==> config.mk <==
export PLATFORM = sky130hd
export DESIGN_NAME = mbp_queue
export DESIGN_NICKNAME = d
export VERILOG_FILES = /design/src/mbp_pkg.sv /design/src/mbp_queue.sv
export SDC_FILE = /design/constraint.sdc
export NUM_CORES = 1
export LEC_CHECK = 0
export BUFFER_PORTS_ARGS = -buffer_cell sky130_fd_sc_hd__clkbuf_2
export CAP_MARGIN = 30
export CORE_MARGIN = 5
export CORE_UTILIZATION = 44
export CTS_CLUSTER_DIAMETER = 200
export DETAILED_ROUTE_END_ITERATION = 7
export PLACE_DENSITY_LB_ADDON = 0.05
export SETUP_SLACK_MARGIN = 0.1
export SLEW_MARGIN = 20
export SYNTH_ARGS = -nofsm -noshare
export SYNTH_HDL_FRONTEND = slang
export SYNTH_SLANG_ARGS = --single-unit
==> constraint.sdc <==
create_clock -name clk -period 9.3 [get_ports clk]
set_input_delay 1.395 -clock clk [delete_from_list [all_inputs] [get_ports clk]]
set_output_delay 1.395 -clock clk [all_outputs]
set_load 0.1 [all_outputs]
==> src/mbp_pkg.sv <==
// Shared types and constants for the MSB-first bit packer.
// No dependencies; imported by every module of the block.
package mbp_pkg;

	localparam int MAX_BYTES      = 4096;
	localparam int MAX_FIELD_BITS = 32;
	localparam int IDX_W          = $clog2(MAX_BYTES);
	localparam int CNT_W          = $clog2(MAX_BYTES + 1);
	localparam int FIELD_W        = 32;
	localparam int SIZE_W         = 6;
	localparam int ANC_W          = 16;
	localparam int POS_W          = 16;
	localparam int POS_MAX        = 32767;
	localparam int S_TDATA_W      = 56;
	localparam int M_TDATA_W      = 48;
	localparam int Q_DEPTH        = 2;
	localparam int Q_PTR_W        = $clog2(Q_DEPTH);
	localparam int Q_CNT_W        = $clog2(Q_DEPTH + 1);

	typedef enum logic [1:0] {
		OP_BIT   = 2'd0,
		OP_FIELD = 2'd1,
		OP_PAD   = 2'd2,
		OP_PATCH = 2'd3
	} op_t;

	typedef enum logic [1:0] {
		KIND_BYTE  = 2'd0,
		KIND_PATCH = 2'd1,
		KIND_END   = 2'd2
	} kind_t;

	typedef enum logic [2:0] {
		ST_IDLE,
		ST_APPEND,
		ST_PATCH,
		ST_END
	} state_t;

	// Classified command passed from front to back
	typedef struct packed {
		op_t                 op;
		logic [FIELD_W-1:0]  bits;     // bits to append, next bit at the top
		logic [SIZE_W-1:0]   nbits;    // number of bits to append
		logic                value;    // value forced at the anchor
		logic                anc_ok;   // anchor is not negative
		logic [IDX_W-1:0]    anc_idx;
		logic [2:0]          anc_bit;
	} cmd_t;

	typedef struct packed {
		kind_t               kind;
		logic [IDX_W-1:0]    byte_index;
		logic [7:0]          byte_value;
		logic [7:0]          color_bits;
		logic [POS_W-1:0]    bit_position;
		logic                overflow;
		logic                last;
	} result_t;

endpackage

==> src/mbp_queue.sv <==
// Short command queue between the front and back ends.
// Depends on mbp_pkg for the command type and depth.
module mbp_queue (
	input  logic          clk,
	input  logic          arst_n,
	input  logic          push,
	input  mbp_pkg::cmd_t push_cmd,
	output logic          full,
	input  logic          pop,
	output logic          not_empty,
	output mbp_pkg::cmd_t head
);
	import mbp_pkg::*;

	cmd_t               entry_q [Q_DEPTH];
	logic [Q_PTR_W-1:0] wr_ptr_q;
	logic [Q_PTR_W-1:0] rd_ptr_q;
	logic [Q_CNT_W-1:0] count_q;
	logic               do_push;
	logic               do_pop;

	assign full      = (count_q == Q_CNT_W'(Q_DEPTH));
	assign not_empty = (count_q != '0);
	assign head      = entry_q[rd_ptr_q];
	assign do_push   = push && !full;
	assign do_pop    = pop && not_empty;

	// Advance pointers and occupancy
	always_ff @(posedge clk or negedge arst_n) begin
		if (!arst_n) begin
			wr_ptr_q <= '0;
			rd_ptr_q <= '0;
			count_q  <= '0;
		end else begin
			if (do_push) begin
				wr_ptr_q <= (wr_ptr_q == Q_PTR_W'(Q_DEPTH - 1)) ? '0 : wr_ptr_q + 1'b1;
			end
			if (do_pop) begin
				rd_ptr_q <= (rd_ptr_q == Q_PTR_W'(Q_DEPTH - 1)) ? '0 : rd_ptr_q + 1'b1;
			end
			if (do_push && !do_pop) begin
				count_q <= count_q + 1'b1;
			end else if (do_pop && !do_push) begin
				count_q <= count_q - 1'b1;
			end
		end
	end

	// Hold command payloads
	always_ff @(posedge clk) begin
		if (do_push) begin
			entry_q[wr_ptr_q] <= push_cmd;
		end
	end

endmodule

Word level (Yosys, flattened, before mapping)
Memories as Yosys holds them, arrays and structs flattened.
Index checks and enable logic that the tools add are counted.
- register bits after elaboration: 4
- memory bits (writable): 114
- input bits: 61
- output and inout port bits: 59
- word-level logic and storage cells: 24
- memories kept: 1
- add/subtract/negate cells: 4
- equality and inequality tests: 1
- mux-type cells: 6
- reduce and logical (&&, ||, !) cells: 9
- memory list (memory ; words ; width ; rd ports ; clocked after memory_dff ; write ports ; RTL line ; text):
    entry_q ; 2 ; 57 ; 1 ; 0 ; 1 ; mbp_queue.sv:15 ; cmd_t entry_q [Q_DEPTH];
- operator list (operator ; number):
    $logic_and A1 B1 Y1 ; 4
    $mux W1 ; 4
    $mux W2 ; 2
    $reduce_bool A2 Y1 ; 2
    $logic_not A1 Y1 ; 3
    $add A1 B1 Y1 const B ; 2
    $add A2 B1 Y2 const B ; 1
    $eq A2 B2 Y1 const B ; 1
    $sub A2 B1 Y2 const B ; 1

Longest topological paths before layout
- word-level depth: 7
- depth in mapped cells: 7
- mapped depth without buffers: 7

Worst setup path after synthesis
Ideal clock, no wire load.
- path type: in2reg
- start: input port push
- end: memory entry_q[0][0] (netlist name), enable pin
- data arrival time: 3.871 ns
- path slack: 4.957 ns
- cell stages on the path: 2
- cell sequence: nand2_1 -> nor2_1
- cells in the longest elaborated chain, start to end: 3
- RTL lines (item ; RTL line ; text):
    from (decl) ; mbp_queue.sv:6 ; input logic push,
    $logic_and A1 B1 Y1 ; mbp_queue.sv:25 ; assign do_push = push && !full;
    $mux W1 ; mbp_queue.sv:51 ; if (do_push) begin
    $mux W1 (not written as such) ; mbp_queue.sv:52 ; entry_q[wr_ptr_q] <= push_cmd;
    to (decl) ; mbp_queue.sv:15 ;
No other way between the ends.

==> impl_metrics.py <==
metrics = {
    "status": {
        "status": "complete, no violations",
    },
    "placed_design": {
        "routabilityCongestion": 0.738,
        "dp.cells": 445,
        "dp_hpwl_mm": 5.22,
        "post-place-ws_ns": 5.78,
        "dpl-instance-area_sq_um": 5130,
        "portBuffers": 119,
    },
    "logic_synthesis": {
        "synth_cell_types": 15,
        "ys_ff_latch": 118,
        "synth_compound_area_frac": 0,
        "yosys_warnings": 0,
        "yosys-top-cells-area": "edfxtp_1 (78%), mux2_2 (9.5%), mux2_4 (6.8%), dfrtp_1 (2.3%), buf_6 (0.77%)",
        "netlist_area_sq_um": 4390,
        "synthXorXnorAreaFrac": 0.00998,
        "synth_top_area_frac": 0.780,
        "yosys-mux-area-fraction": 0.163,
        "synth_top_area_cell": "edfxtp_1",
        "yosys.area_share.simple": 0.00770,
        "syn_area_per_cell_sq_um": 22.4,
        "postSynthCellCount": 196,
        "synth_top_family_by_area": "multiplexers",
        "synth_fa_ha_area_frac": 0.00285,
        "ys_seq_area_frac": 0.803,
        "synth_fp_nets": 258,
    },
    "grt": {
        "antenna_found_initial": 0,
        "grt_pass1_vias": 2397,
        "grt-ovfl-total": 0,
        "grt_max_degree": 38,
        "grt_pass1_wl_mm": 12.1,
        "grt_use_total": 0.139,
    },
    "cells_and_area": {
        "nets": 393,
        "drive_gt1_frac": 0.620,
        "postLayoutCellArea_sq_um": 5680,
        "fillers": 782,
        "num_antenna_cells": 0,
        "regArea_sq_um": 3520,
        "fin_cells": 475,
        "multi_input_area_sq_um": 816,
        "synthToLayoutAreaGrowth_pct": 29.5,
    },
    "sta": {
        "setup_viol": 0,
        "tightest_slew_ns": 0.680,
        "fin_ws_ns": 5.31,
        "finalHoldViolations": 0,
        "fmax_mhz": 251,
        "max_slew_margin": 0.546,
        "setup_tns_ns": 0,
        "min_period_ns": 3.99,
        "rsz0062_at_grt": "no",
        "period_share": 0.429,
        "slew_viol_final": 0,
        "fin_skew_ns": 0.00448,
    },
    "min_path": {
        "hp-class": "flip-flop to flip-flop",
    },
    "clock_network": {
        "cts_buffer_depth": 2,
        "cts_root_buf": "clkbuf_8",
        "cts_setup_buffers": 0,
        "cts_sinks": 118,
        "clk_pin_slew_ns": 0.05,
        "cts_hold_buf": 0,
        "numCtsBuffers": 17,
        "cts_resized": 0,
        "insertion_delay_ns": 0.50,
        "cts_tree": "yes",
        "cts_max_level": 4,
    },
    "route": {
        "drt_iter0_markers": 65,
        "drc": 0,
        "finalWirelength_mm": 7.75,
        "ant_nets": 0,
        "viasPerCell": 4.62,
        "routedWlPerCell_um": 16.3,
        "top_layer_used": "met4",
        "first_pass_iters": 4,
        "vias": 2196,
        "dr_wl_met3_um": 577,
        "met1Wirelength_mm": 3.26,
        "wl_met2_mm": 3.84,
    },
    "die": {
        "die_h_um": 110,
        "coreArea_sq_um": 9730,
        "die_area_sq_um": 12100,
        "die_width_um": 110,
        "start_util": 0.451,
        "rows": 36,
        "io_pins": 120,
    },
    "worst_setup_path": {
        "cp-start-kind": "flip-flop",
        "cp_max_fo": 37,
        "end_kind": "output pin",
        "critPathRequiredTime_ns": 7.91,
        "crit_type": "flip-flop to output pin",
        "cp.arrival_ns": 2.59,
    },
    "flow_run": {
        "maxCapViolCount": 0,
    },
}
-- worst max-delay path: stages, from the launching register on --
cell	delay, ns
dfrtp_2	0.69
buf_4	0.60
mux2_2	0.41
clkbuf_2	0.37
-- logic make-up after synthesis --
kind of cell	after synthesis
adder cells (fa/ha/maj)	1
AND/OR/NAND/NOR	7
buffers and inverters	8
XOR/XNOR	5
multiplexers	57
flip-flops	118
-- worst paths after layout --
kind | from | end | slack, ns | depth (start not counted)
worst min-delay path | count_q[1] | count_q[1] | 0.51 | 1
worst min register to register | count_q[1] | count_q[1] | 0.51 | 1
worst max-delay path | rd_ptr_q | head[41] | 5.31 | 3
min in group asynchronous | arst_n | count_q[0] | 0.70 | 1
max in group asynchronous | arst_n | rd_ptr_q | 8.45 | 1
worst max register to register | count_q[0] | entry_q[0][52] | 7.10 | 4
-- cells in the mapped netlist, drive strengths merged --
library cell  number
or2                1
edfxtp           114
xor2               2
nand2b             1
nor2               2
xnor2              3
buf                6
mux2              57
nand2              2
dfrtp              4
ha                 1
inv                2
and3               1
-- cells in the final DEF (no fill, tap or decap), drive strengths merged --
cell type	Yosys	final
clkbuf	0	137
edfxtp	114	114
mux2	57	57
clkinvlp	0	6
dfrtp	4	4
xnor2	3	3
buf	6	3
inv	2	3
clkinv	0	3
nand2	2	2
xor2	2	2
bufinv	0	2
nor2	2	2
or2	1	1
nand2b	1	1
and3	1	1
ha	1	1
-- metrics by stage --
| stage | utilization | hold slack, ns |
|---|---|---|
| global route | 0.584 | 0.537 |
| finish | 0.584 | 0.507 |
| detailed placement | 0.528 | 0.489 |
| floorplan | - | 0.456 |
| CTS | 0.584 | 0.507 |
| global placement | 0.528 | 0.483 |
-- sequential cells by signal, indices dropped and copies added (netlist names) --
register and flops:
rd_ptr_q 1, entry_q 114, wr_ptr_q 1, count_q 2
-- metal layers --
| metal | track usage | vias up |
|---|---|---|
| li1 | - | 1042 |
| met1 | 0.173 | 1065 |
| met2 | 0.217 | 83 |
| met3 | 0.0570 | 6 |
| met4 | 0.0534 | 0 |
| met5 | 0 | - |
-- area by class of cell --
cell class / instances / share of cell area
Timing Repair Buffer: 122 / 0.109
Inverter: 2 / 0.00132
Clock buffer: 18 / 0.0735
Multi-Input combinational cell: 70 / 0.144
Sequential cell: 118 / 0.620
Tap cell: 133 / 0.0293
Clock inverter: 12 / 0.0233
Power is not shown: default switching activity piles up to over one toggle a cycle in this logic, so the estimate is an artifact.
