--- src/mbp_pkg.sv ---
// Shared types and constants for the MSB-first bit packer.
// No dependencies; imported by every module of the block.
package mbp_pkg;

	localparam int MAX_BYTES      = 4096;
	localparam int MAX_FIELD_BITS = 32;
	localparam int IDX_W          = $clog2(MAX_BYTES);
	localparam int CNT_W          = $clog2(MAX_BYTES + 1);
	localparam int FIELD_W        = 32;
	localparam int SIZE_W         = 6;
	localparam int ANC_W          = 16;
	localparam int POS_W          = 16;
	localparam int POS_MAX        = 32767;
	localparam int S_TDATA_W      = 56;
	localparam int M_TDATA_W      = 48;
	localparam int Q_DEPTH        = 2;
	localparam int Q_PTR_W        = $clog2(Q_DEPTH);
	localparam int Q_CNT_W        = $clog2(Q_DEPTH + 1);

	typedef enum logic [1:0] {
		OP_BIT   = 2'd0,
		OP_FIELD = 2'd1,
		OP_PAD   = 2'd2,
		OP_PATCH = 2'd3
	} op_t;

	typedef enum logic [1:0] {
		KIND_BYTE  = 2'd0,
		KIND_PATCH = 2'd1,
		KIND_END   = 2'd2
	} kind_t;

	typedef enum logic [2:0] {
		ST_IDLE,
		ST_APPEND,
		ST_PATCH,
		ST_END
	} state_t;

	// Classified command passed from front to back
	typedef struct packed {
		op_t                 op;
		logic [FIELD_W-1:0]  bits;     // bits to append, next bit at the top
		logic [SIZE_W-1:0]   nbits;    // number of bits to append
		logic                value;    // value forced at the anchor
		logic                anc_ok;   // anchor is not negative
		logic [IDX_W-1:0]    anc_idx;
		logic [2:0]          anc_bit;
	} cmd_t;

	typedef struct packed {
		kind_t               kind;
		logic [IDX_W-1:0]    byte_index;
		logic [7:0]          byte_value;
		logic [7:0]          color_bits;
		logic [POS_W-1:0]    bit_position;
		logic                overflow;
		logic                last;
	} result_t;

endpackage

--- src/mbp_front.sv ---
// Front end: accepts input items and classifies them into commands.
// Depends on mbp_pkg; feeds mbp_queue.
module mbp_front (
	input  logic                          s_tvalid,
	output logic                          s_tready,
	input  logic [mbp_pkg::S_TDATA_W-1:0] s_tdata,
	input  logic [1:0]                    s_tuser,
	input  logic                          q_full,
	output logic                          q_push,
	output mbp_pkg::cmd_t                 q_cmd
);
	import mbp_pkg::*;

	logic [SIZE_W-1:0]  field_size;
	logic [FIELD_W-1:0] field_value;
	logic [ANC_W-1:0]   anchor;
	logic               bit_value;
	logic [SIZE_W-1:0]  size_c;
	op_t                op;

	// Unpack the payload
	assign op          = op_t'(s_tuser);
	assign bit_value   = s_tdata[0];
	assign field_size  = s_tdata[SIZE_W:1];
	assign field_value = s_tdata[SIZE_W+FIELD_W:SIZE_W+1];
	assign anchor      = s_tdata[SIZE_W+FIELD_W+ANC_W:SIZE_W+FIELD_W+1];

	// Clamp the field length
	assign size_c = (field_size > SIZE_W'(MAX_FIELD_BITS)) ? SIZE_W'(MAX_FIELD_BITS) : field_size;

	// Take an item whenever the queue has room
	assign s_tready = !q_full;
	assign q_push   = s_tvalid && !q_full;

	// Build the command: append data is left-aligned
	always_comb begin
		q_cmd         = '0;
		q_cmd.op      = op;
		q_cmd.value   = bit_value;
		q_cmd.anc_ok  = !anchor[ANC_W-1];
		q_cmd.anc_idx = anchor[IDX_W+2:3];
		q_cmd.anc_bit = anchor[2:0];
		unique case (op)
			OP_BIT: begin
				q_cmd.bits  = {bit_value, {(FIELD_W-1){1'b0}}};
				q_cmd.nbits = SIZE_W'(1);
			end
			OP_FIELD: begin
				q_cmd.bits  = field_value << (SIZE_W'(FIELD_W) - size_c);
				q_cmd.nbits = size_c;
			end
			OP_PAD, OP_PATCH: begin
				q_cmd.bits  = '0;
				q_cmd.nbits = '0;
			end
			default: begin
				q_cmd.bits  = '0;
				q_cmd.nbits = '0;
			end
		endcase
	end

endmodule

--- config.mk ---
export PLATFORM = sky130hd
export DESIGN_NAME = mbp_front
export DESIGN_NICKNAME = d
export VERILOG_FILES = /design/src/mbp_pkg.sv /design/src/mbp_front.sv
export SDC_FILE = /design/constraint.sdc
export NUM_CORES = 1
export LEC_CHECK = 0
export BUFFER_PORTS_ARGS = -buffer_cell sky130_fd_sc_hd__buf_2
export CAP_MARGIN = 25
export CORE_MARGIN = 10
export CORE_UTILIZATION = 44
export DETAILED_ROUTE_END_ITERATION = 12
export GPL_ROUTABILITY_DRIVEN = 0
export PLACE_DENSITY = 0.92
export SYNTH_ARGS = -nofsm -noshare
export SYNTH_HDL_FRONTEND = slang
export SYNTH_SLANG_ARGS = --single-unit
--- constraint.sdc ---
create_clock -name vclk -period 3.95
set_input_delay 0.79 -clock vclk [all_inputs]
set_output_delay 0.79 -clock vclk [all_outputs]
set_load 0.01 [all_outputs]
# Word-level counts from Yosys, hierarchy flattened
# Cells that the tools add are included.
dict set report op_classes {
  n_addsub 1
  order_cmp 1
  eq_ne 3
  n_shift 1
  muxes 2
  reduce_logical 5
}
# op count
set ops {}
lappend ops {{$pmux 38 s3} 1}
lappend ops {{$shl 32x6->32} 1}
lappend ops {{$gt 6x6->1 const B} 1}
lappend ops {{$mux 6} 1}
lappend ops {{$sub 6x6->6 const A} 1}
lappend ops {{$eq 2x2->1 const B} 2}
lappend ops {{$eq 2x1->1 const B} 1}
lappend ops {{$logic_not 1->1} 2}
lappend ops {{$logic_not 2->1} 1}
lappend ops {{$reduce_or 2->1} 1}
lappend ops {{$logic_and 1x1->1} 1}
dict set report totals {
  ff_bits 0
  inputBits 60
  out_inout_bits 59
  elab_cells 13
}

# Depth between registers and ports, before layout
# Gate-level depths: netlist of the first run.
dict set report depth {
  ltp_word 5
  ltp_mapped 14
  depth_no_buf 9
}

# Worst setup path before layout of the first run
# OpenSTA, ideal clock, no wires.
dict set report synth_timing {
  kind {input -> output}
  from {input s_tdata[6] (netlist name)}
  to {output q_cmd[51] (netlist name)}
  t_arrival_ps 3216
  t_required_ps 3160
  path_slack_ps -56
  path_stages 12
  path_buffers 6
  cell_sequence {and2b_1 -> buf_6 -> clkinv_1 -> buf_2 -> ha_1 -> buf_2 -> buf_2 -> buf_2 -> buf_2 -> o31ai_1 -> nand2_1 -> a32o_1}
}
# element line_no
set synth_rtl {}
lappend synth_rtl {{start: declaration} mbp_front.sv:6} ;# input logic [mbp_pkg::S_TDATA_W-1:0] s_tdata,
lappend synth_rtl {{end: declaration} mbp_front.sv:10} ;# output mbp_pkg::cmd_t q_cmd

==> flow_metrics.env, run 1 <==
export IMPL_die_area_um2=8390
export IMPL_drcViolationCount=0
export IMPL_status="finished clean"
export IMPL_grtUsageMet3_pct=3.79
export IMPL_setup_viol=0
export IMPL_ff_latch_area_um2=0
export IMPL_grt_busiest_layer="met2"
export IMPL_p_leak_nw=1.32
export IMPL_synthDistinctLibCells=55
export IMPL_post_cts_repair_setup_buffers=0
export IMPL_cp_required_ns=3.16
export IMPL_drtIter0Drc=331
export IMPL_layout_drive_gt1_share_pct=43.7
export IMPL_postRouteWirelength_mm=8.31
export IMPL_dr_total_vias=2694
export IMPL_area_growth_pct=21.2
export IMPL_finalCriticalPeriod_ns=3.87
export IMPL_hold_viol=0
export IMPL_hp_class="primary input to output pin"
export IMPL_ioPinCount=119
export IMPL_netlist_area_um2=2260
export IMPL_hpwl_mm=6.77
export IMPL_final_area_um2=2740
export IMPL_antenna_found_initial=0
export IMPL_cp_max_fo=15
export IMPL_nClkBuffers=0
export IMPL_core_area_um2=5040
export IMPL_max_freq_mhz=258
export IMPL_start_util_pct=44.7
export IMPL_finalCritPeriodShare_pct=98.0
export IMPL_use_met1_pct=22.3
export IMPL_wire_per_inst_um=19.5
export IMPL_ir_drop_uv=73.8
export IMPL_die_h_um=91.6
export IMPL_seq_cell_count=0
export IMPL_min_path_cells=0
export IMPL_syn_instance_count=289
export IMPL_max_slew_margin_pct=63.6
export IMPL_use_met2_pct=30.7
export IMPL_powerDensity_nw_per_um2=173
export IMPL_diodes=0
export IMPL_arrival_ns=3.08
export IMPL_crit_type="primary input to output pin"
export IMPL_drt_pass1_iterations=5
export IMPL_finalSetupTns_ns=0
export IMPL_overflow=0
export IMPL_critPathLaunchType="primary input"
export IMPL_yosys_area_top_type="mux4_2"
export IMPL_fill_cells=448
export IMPL_end_kind="output pin"
export IMPL_synth_area_leaders="mux4_2 20%, mux2i_1 17%, buf_4 7.0%"
export IMPL_worstMarginPinSlew_ns=0.531
export IMPL_drtAntennaViolNets=0
export IMPL_synth_avg_cell_area_um2=7.81
export IMPL_grt_max_degree=34
export IMPL_place_area_um2=2690
export IMPL_grt_pass1_wl_mm=13.3
export IMPL_synth_fp_nets=350
export IMPL_vias_per_cell=6.34
export IMPL_std_cell_rows=26
export IMPL_nNetsFinal=418
export IMPL_timing_final_max_slew_violations=0
export IMPL_synth_top_cell_area_share_pct=20.0
export IMPL_cap_violations=0
export IMPL_die_w_um=91.6
export IMPL_ys_seq_area_share_pct=0
export IMPL_yosysWarnings=0
export IMPL_grt_pass1_vias=2716
export IMPL_track_usage_pct=18.3
export IMPL_synth_commonest_cells="39 x mux2i_1, 39 x nand2_1, 22 x nor2_1"
export IMPL_numPortBuffers=88
==> metrics by stage <==
stage | setup WS (ns) | util, % | power, mW | std cells | hold WS (ns)
3_3_place_gp | 0.0134 | 53.4 | 0.436 | 425 | 1.58
3_5_place_dp | -0.0726 | 53.4 | 0.452 | 425 | 1.58
4_1_cts | 0.00682 | 53.4 | 0.455 | 425 | 1.58
5_1_grt | -0.000384 | 54.2 | 0.505 | 425 | 1.58
2_1_floorplan | 0.0339 | - | 0.323 | 289 | 1.62
6_report | 0.0771 | 54.2 | 0.474 | 425 | 1.58
==> where the power goes <==
group	leakage, nW	internal [mW]	switching [mW]	total, mW
clock	0	0	0	0
sequential	0	0	0	0
combinational	1.32	0.214	0.260	0.474
==> cell usage in the layout (no fill, tap or decap), types with 2 or more instances in the layout <==
cell type / synthesis / routed
a211o_1: 2 / 2
a221o_1: 3 / 3
mux4_2: 20 / 20
nand4_1: 2 / 2
nor3_1: 11 / 11
a21oi_1: 16 / 16
nand3_1: 7 / 7
buf_12: 0 / 2
nand2_1: 39 / 39
buf_2: 17 / 88
and2_1: 8 / 8
and3_1: 5 / 5
nor2b_1: 2 / 2
nor3b_1: 3 / 2
inv_1: 4 / 4
mux2i_2: 0 / 2
buf_4: 21 / 19
o21ai_0: 8 / 8
mux2i_1: 39 / 37
nand2b_1: 3 / 3
mux2_2: 11 / 11
nor2_1: 22 / 22
a32o_1: 5 / 5
o22ai_1: 4 / 4
==> cells by family (layout without fill, tap and decap cells) <==
group / after synthesis / in the layout / synth area share, %
AO/OA/AOI/OAI: 55 / 55 / 17.2
XOR/XNOR: 3 / 3 / 1.83
adder cells (fa/ha/maj): 1 / 1 / 0.555
buffers and inverters: 50 / 116 / 13.8
multiplexers: 70 / 70 / 42.8
AND/OR/NAND/NOR: 110 / 110 / 23.9
==> path summary, 6_finish.rpt <==
| path | from | end |
|---|---|---|
| max | s_tdata[6] | q_cmd[52] |
| min | s_tdata[50] | q_cmd[11] |
==> cell type report <==
type / count / area [um2] / share of cell area [%]
inverters: 6 / 23.8 / 0.869
repair buffers: 110 / 637 / 23.3
well taps: 70 / 87.6 / 3.20
multi-input cells: 239 / 1990 / 72.6
==> routing by layer <==
| layer | vias to the layer above | share of wire, % |
|---|---|---|
| met4 | 0 | 3.7 |
| met5 | - | 0 |
| met3 | 32 | 11 |
| li1 | 1201 | - |
| met1 | 1265 | 38 |
| met2 | 196 | 48 |
==> critical path, cell delays in order <==
cell	delay, ns
buf_2	0.11
and2b_1	0.23
clkinv_2	0.09
ha_4	0.29
buf_4	0.18
inv_2	0.07
buf_4	0.23
mux2i_1	0.38
nand2_1	0.11
a22oi_1	0.26
a22o_1	0.20
buf_2	0.13
==> what timing repair did <==
action,CTS,global route
gates resized for setup,1,7
hold buffers,0,0
setup endpoints to repair,7,13
Note: power is estimated with default switching activity, not from simulation.
==> run 2: changes to the inputs <==
- BUFFER_PORTS_ARGS: -buffer_cell sky130_fd_sc_hd__buf_2 -> -buffer_cell sky130_fd_sc_hd__buf_4
==> run 2 against run 1 <==
- final cell count is 1.2% higher
- power grew 7.2%
- fmax down 0.31%
- critical path depth down 1
- wire length up 3.1%
- setup slack got worse by 0.012 ns
- sequential cell count stayed put
- global-route usage increased by 0.55 points
- design area rose by 8.6%
- via count is 2.4% higher
- hold slack unchanged
- largest cell class unchanged
==> flow_metrics.env, run 2 (synthesis results as in run 1) <==
export IMPL_finalCritPeriodShare_pct=98.4
export IMPL_nNetsFinal=423
export IMPL_std_cell_rows=26
export IMPL_path_cells="buf_4, and2b_1, clkinv_2, ha_4, buf_4, inv_2, mux4_2, mux2i_2, o22ai_1, a31o_2, buf_4"
export IMPL_nClkBuffers=0
export IMPL_layout_drive_gt1_share_pct=45.3
export IMPL_grt_max_degree=34
export IMPL_vias_per_cell=6.42
export IMPL_grt_pass1_vias=2753
export IMPL_crit_path_max_incr_delay_ns=0.55
export IMPL_die_w_um=91.6
export IMPL_cp_required_ns=3.16
export IMPL_finalSetupTns_ns=0
export IMPL_ioPinCount=119
export IMPL_end_kind="output pin"
export IMPL_die_area_um2=8390
export IMPL_worst_path_stages=11
export IMPL_numPortBuffers=88
export IMPL_antenna_found_initial=0
export IMPL_postCtsHoldBufs=0
export IMPL_drtIter0Drc=485
export IMPL_grt_pass1_wl_mm=13.6
export IMPL_min_path_cells=0
export IMPL_max_freq_mhz=257
export IMPL_path_buf_inv=5
export IMPL_status="finished clean"
export IMPL_finalCriticalPeriod_ns=3.88
export IMPL_final_cell_mix="113 x buf_4, 39 x nand2_1, 34 x mux2i_1"
export IMPL_cap_violations=0
export IMPL_hold_viol=0
export IMPL_drt_pass1_iterations=7
export IMPL_seq_cell_count=0
export IMPL_diodes=0
export IMPL_postRouteWirelength_mm=8.56
export IMPL_dr_total_vias=2760
export IMPL_overflow=0
export IMPL_place_area_um2=2930
export IMPL_drcViolationCount=0
export IMPL_cp_max_fo=9
export IMPL_drtAntennaViolNets=0
export IMPL_hold_worst_slack_ns=1.58
export IMPL_max_slew_margin_pct=68.1
export IMPL_core_area_um2=5040
export IMPL_report_power_total_mw=0.508
export IMPL_wire_per_inst_um=19.9
export IMPL_powerDensity_nw_per_um2=171
export IMPL_hp_class="primary input to output pin"
export IMPL_ir_drop_uv=80.1
export IMPL_critPathLaunchType="primary input"
export IMPL_crit_family="multiplexers"
export IMPL_ff_latch_area_um2=0
export IMPL_area_growth_pct=31.7
export IMPL_worstMarginPinSlew_ns=0.465
export IMPL_crit_path_top_delay_cell="mux4_2"
export IMPL_track_usage_pct=18.9
export IMPL_mostFrequentLayoutCell="buf_4"
export IMPL_p_leak_nw=1.36
export IMPL_final_area_um2=2970
export IMPL_arrival_ns=3.09
export IMPL_timing_final_max_slew_violations=0
export IMPL_setup_viol=0
export IMPL_grt_setup_unrepaired="no"
export IMPL_crit_type="primary input to output pin"
export IMPL_hpwl_mm=6.96
export IMPL_start_util_pct=44.7
export IMPL_die_h_um=91.6
export IMPL_cpMostUsedCell="buf_4"
run 2: repair_timing:
item,in CTS,in global routing
resized for setup,1,10
setup buffers,0,0
endpoints found under the setup margin,6,12
run 2: area by class of cell:
class                           count  area, um2
Inverter                            6       23.8
Tap cell                           70       87.6
Timing Repair Buffer              115        871
Multi-Input combinational cell    239       1990
Fill cell                         430       2070
run 2: final timing paths:
path,startpoint,to,slack (ns)
max,s_tdata[6],q_cmd[45],0.07
min,s_tdata[50],q_cmd[11],1.58
run 2: layer usage:
| metal | vias up | routed length, um | share of wire [%] | track usage (%) |
|---|---|---|---|---|
| met2 | 219 | 4140 | 48 | 32.5 |
| li1 | 1212 | - | - | - |
| met1 | 1279 | 3300 | 38 | 23.8 |
| met3 | 50 | 786 | 9.2 | 2.96 |
| met5 | - | 0 | 0 | 0 |
| met4 | 0 | 336 | 3.9 | 4.96 |
run 2: power breakdown:
| group | switching [mW] | internal (mW) |
|---|---|---|
| clock | 0 | 0 |
| sequential | 0 | 0 |
| combinational | 0.265 | 0.243 |
run 2: through the flow:
stage               setup slack [ns]  utilization [%]  cells
finish                        0.0652             58.9    430
global route                  0.0130             58.9    430
CTS                          0.00371             58.1    430
detailed placement           -0.0629             58.0    430
global placement             0.00479             58.0    430
floorplan                     0.0339                -    289
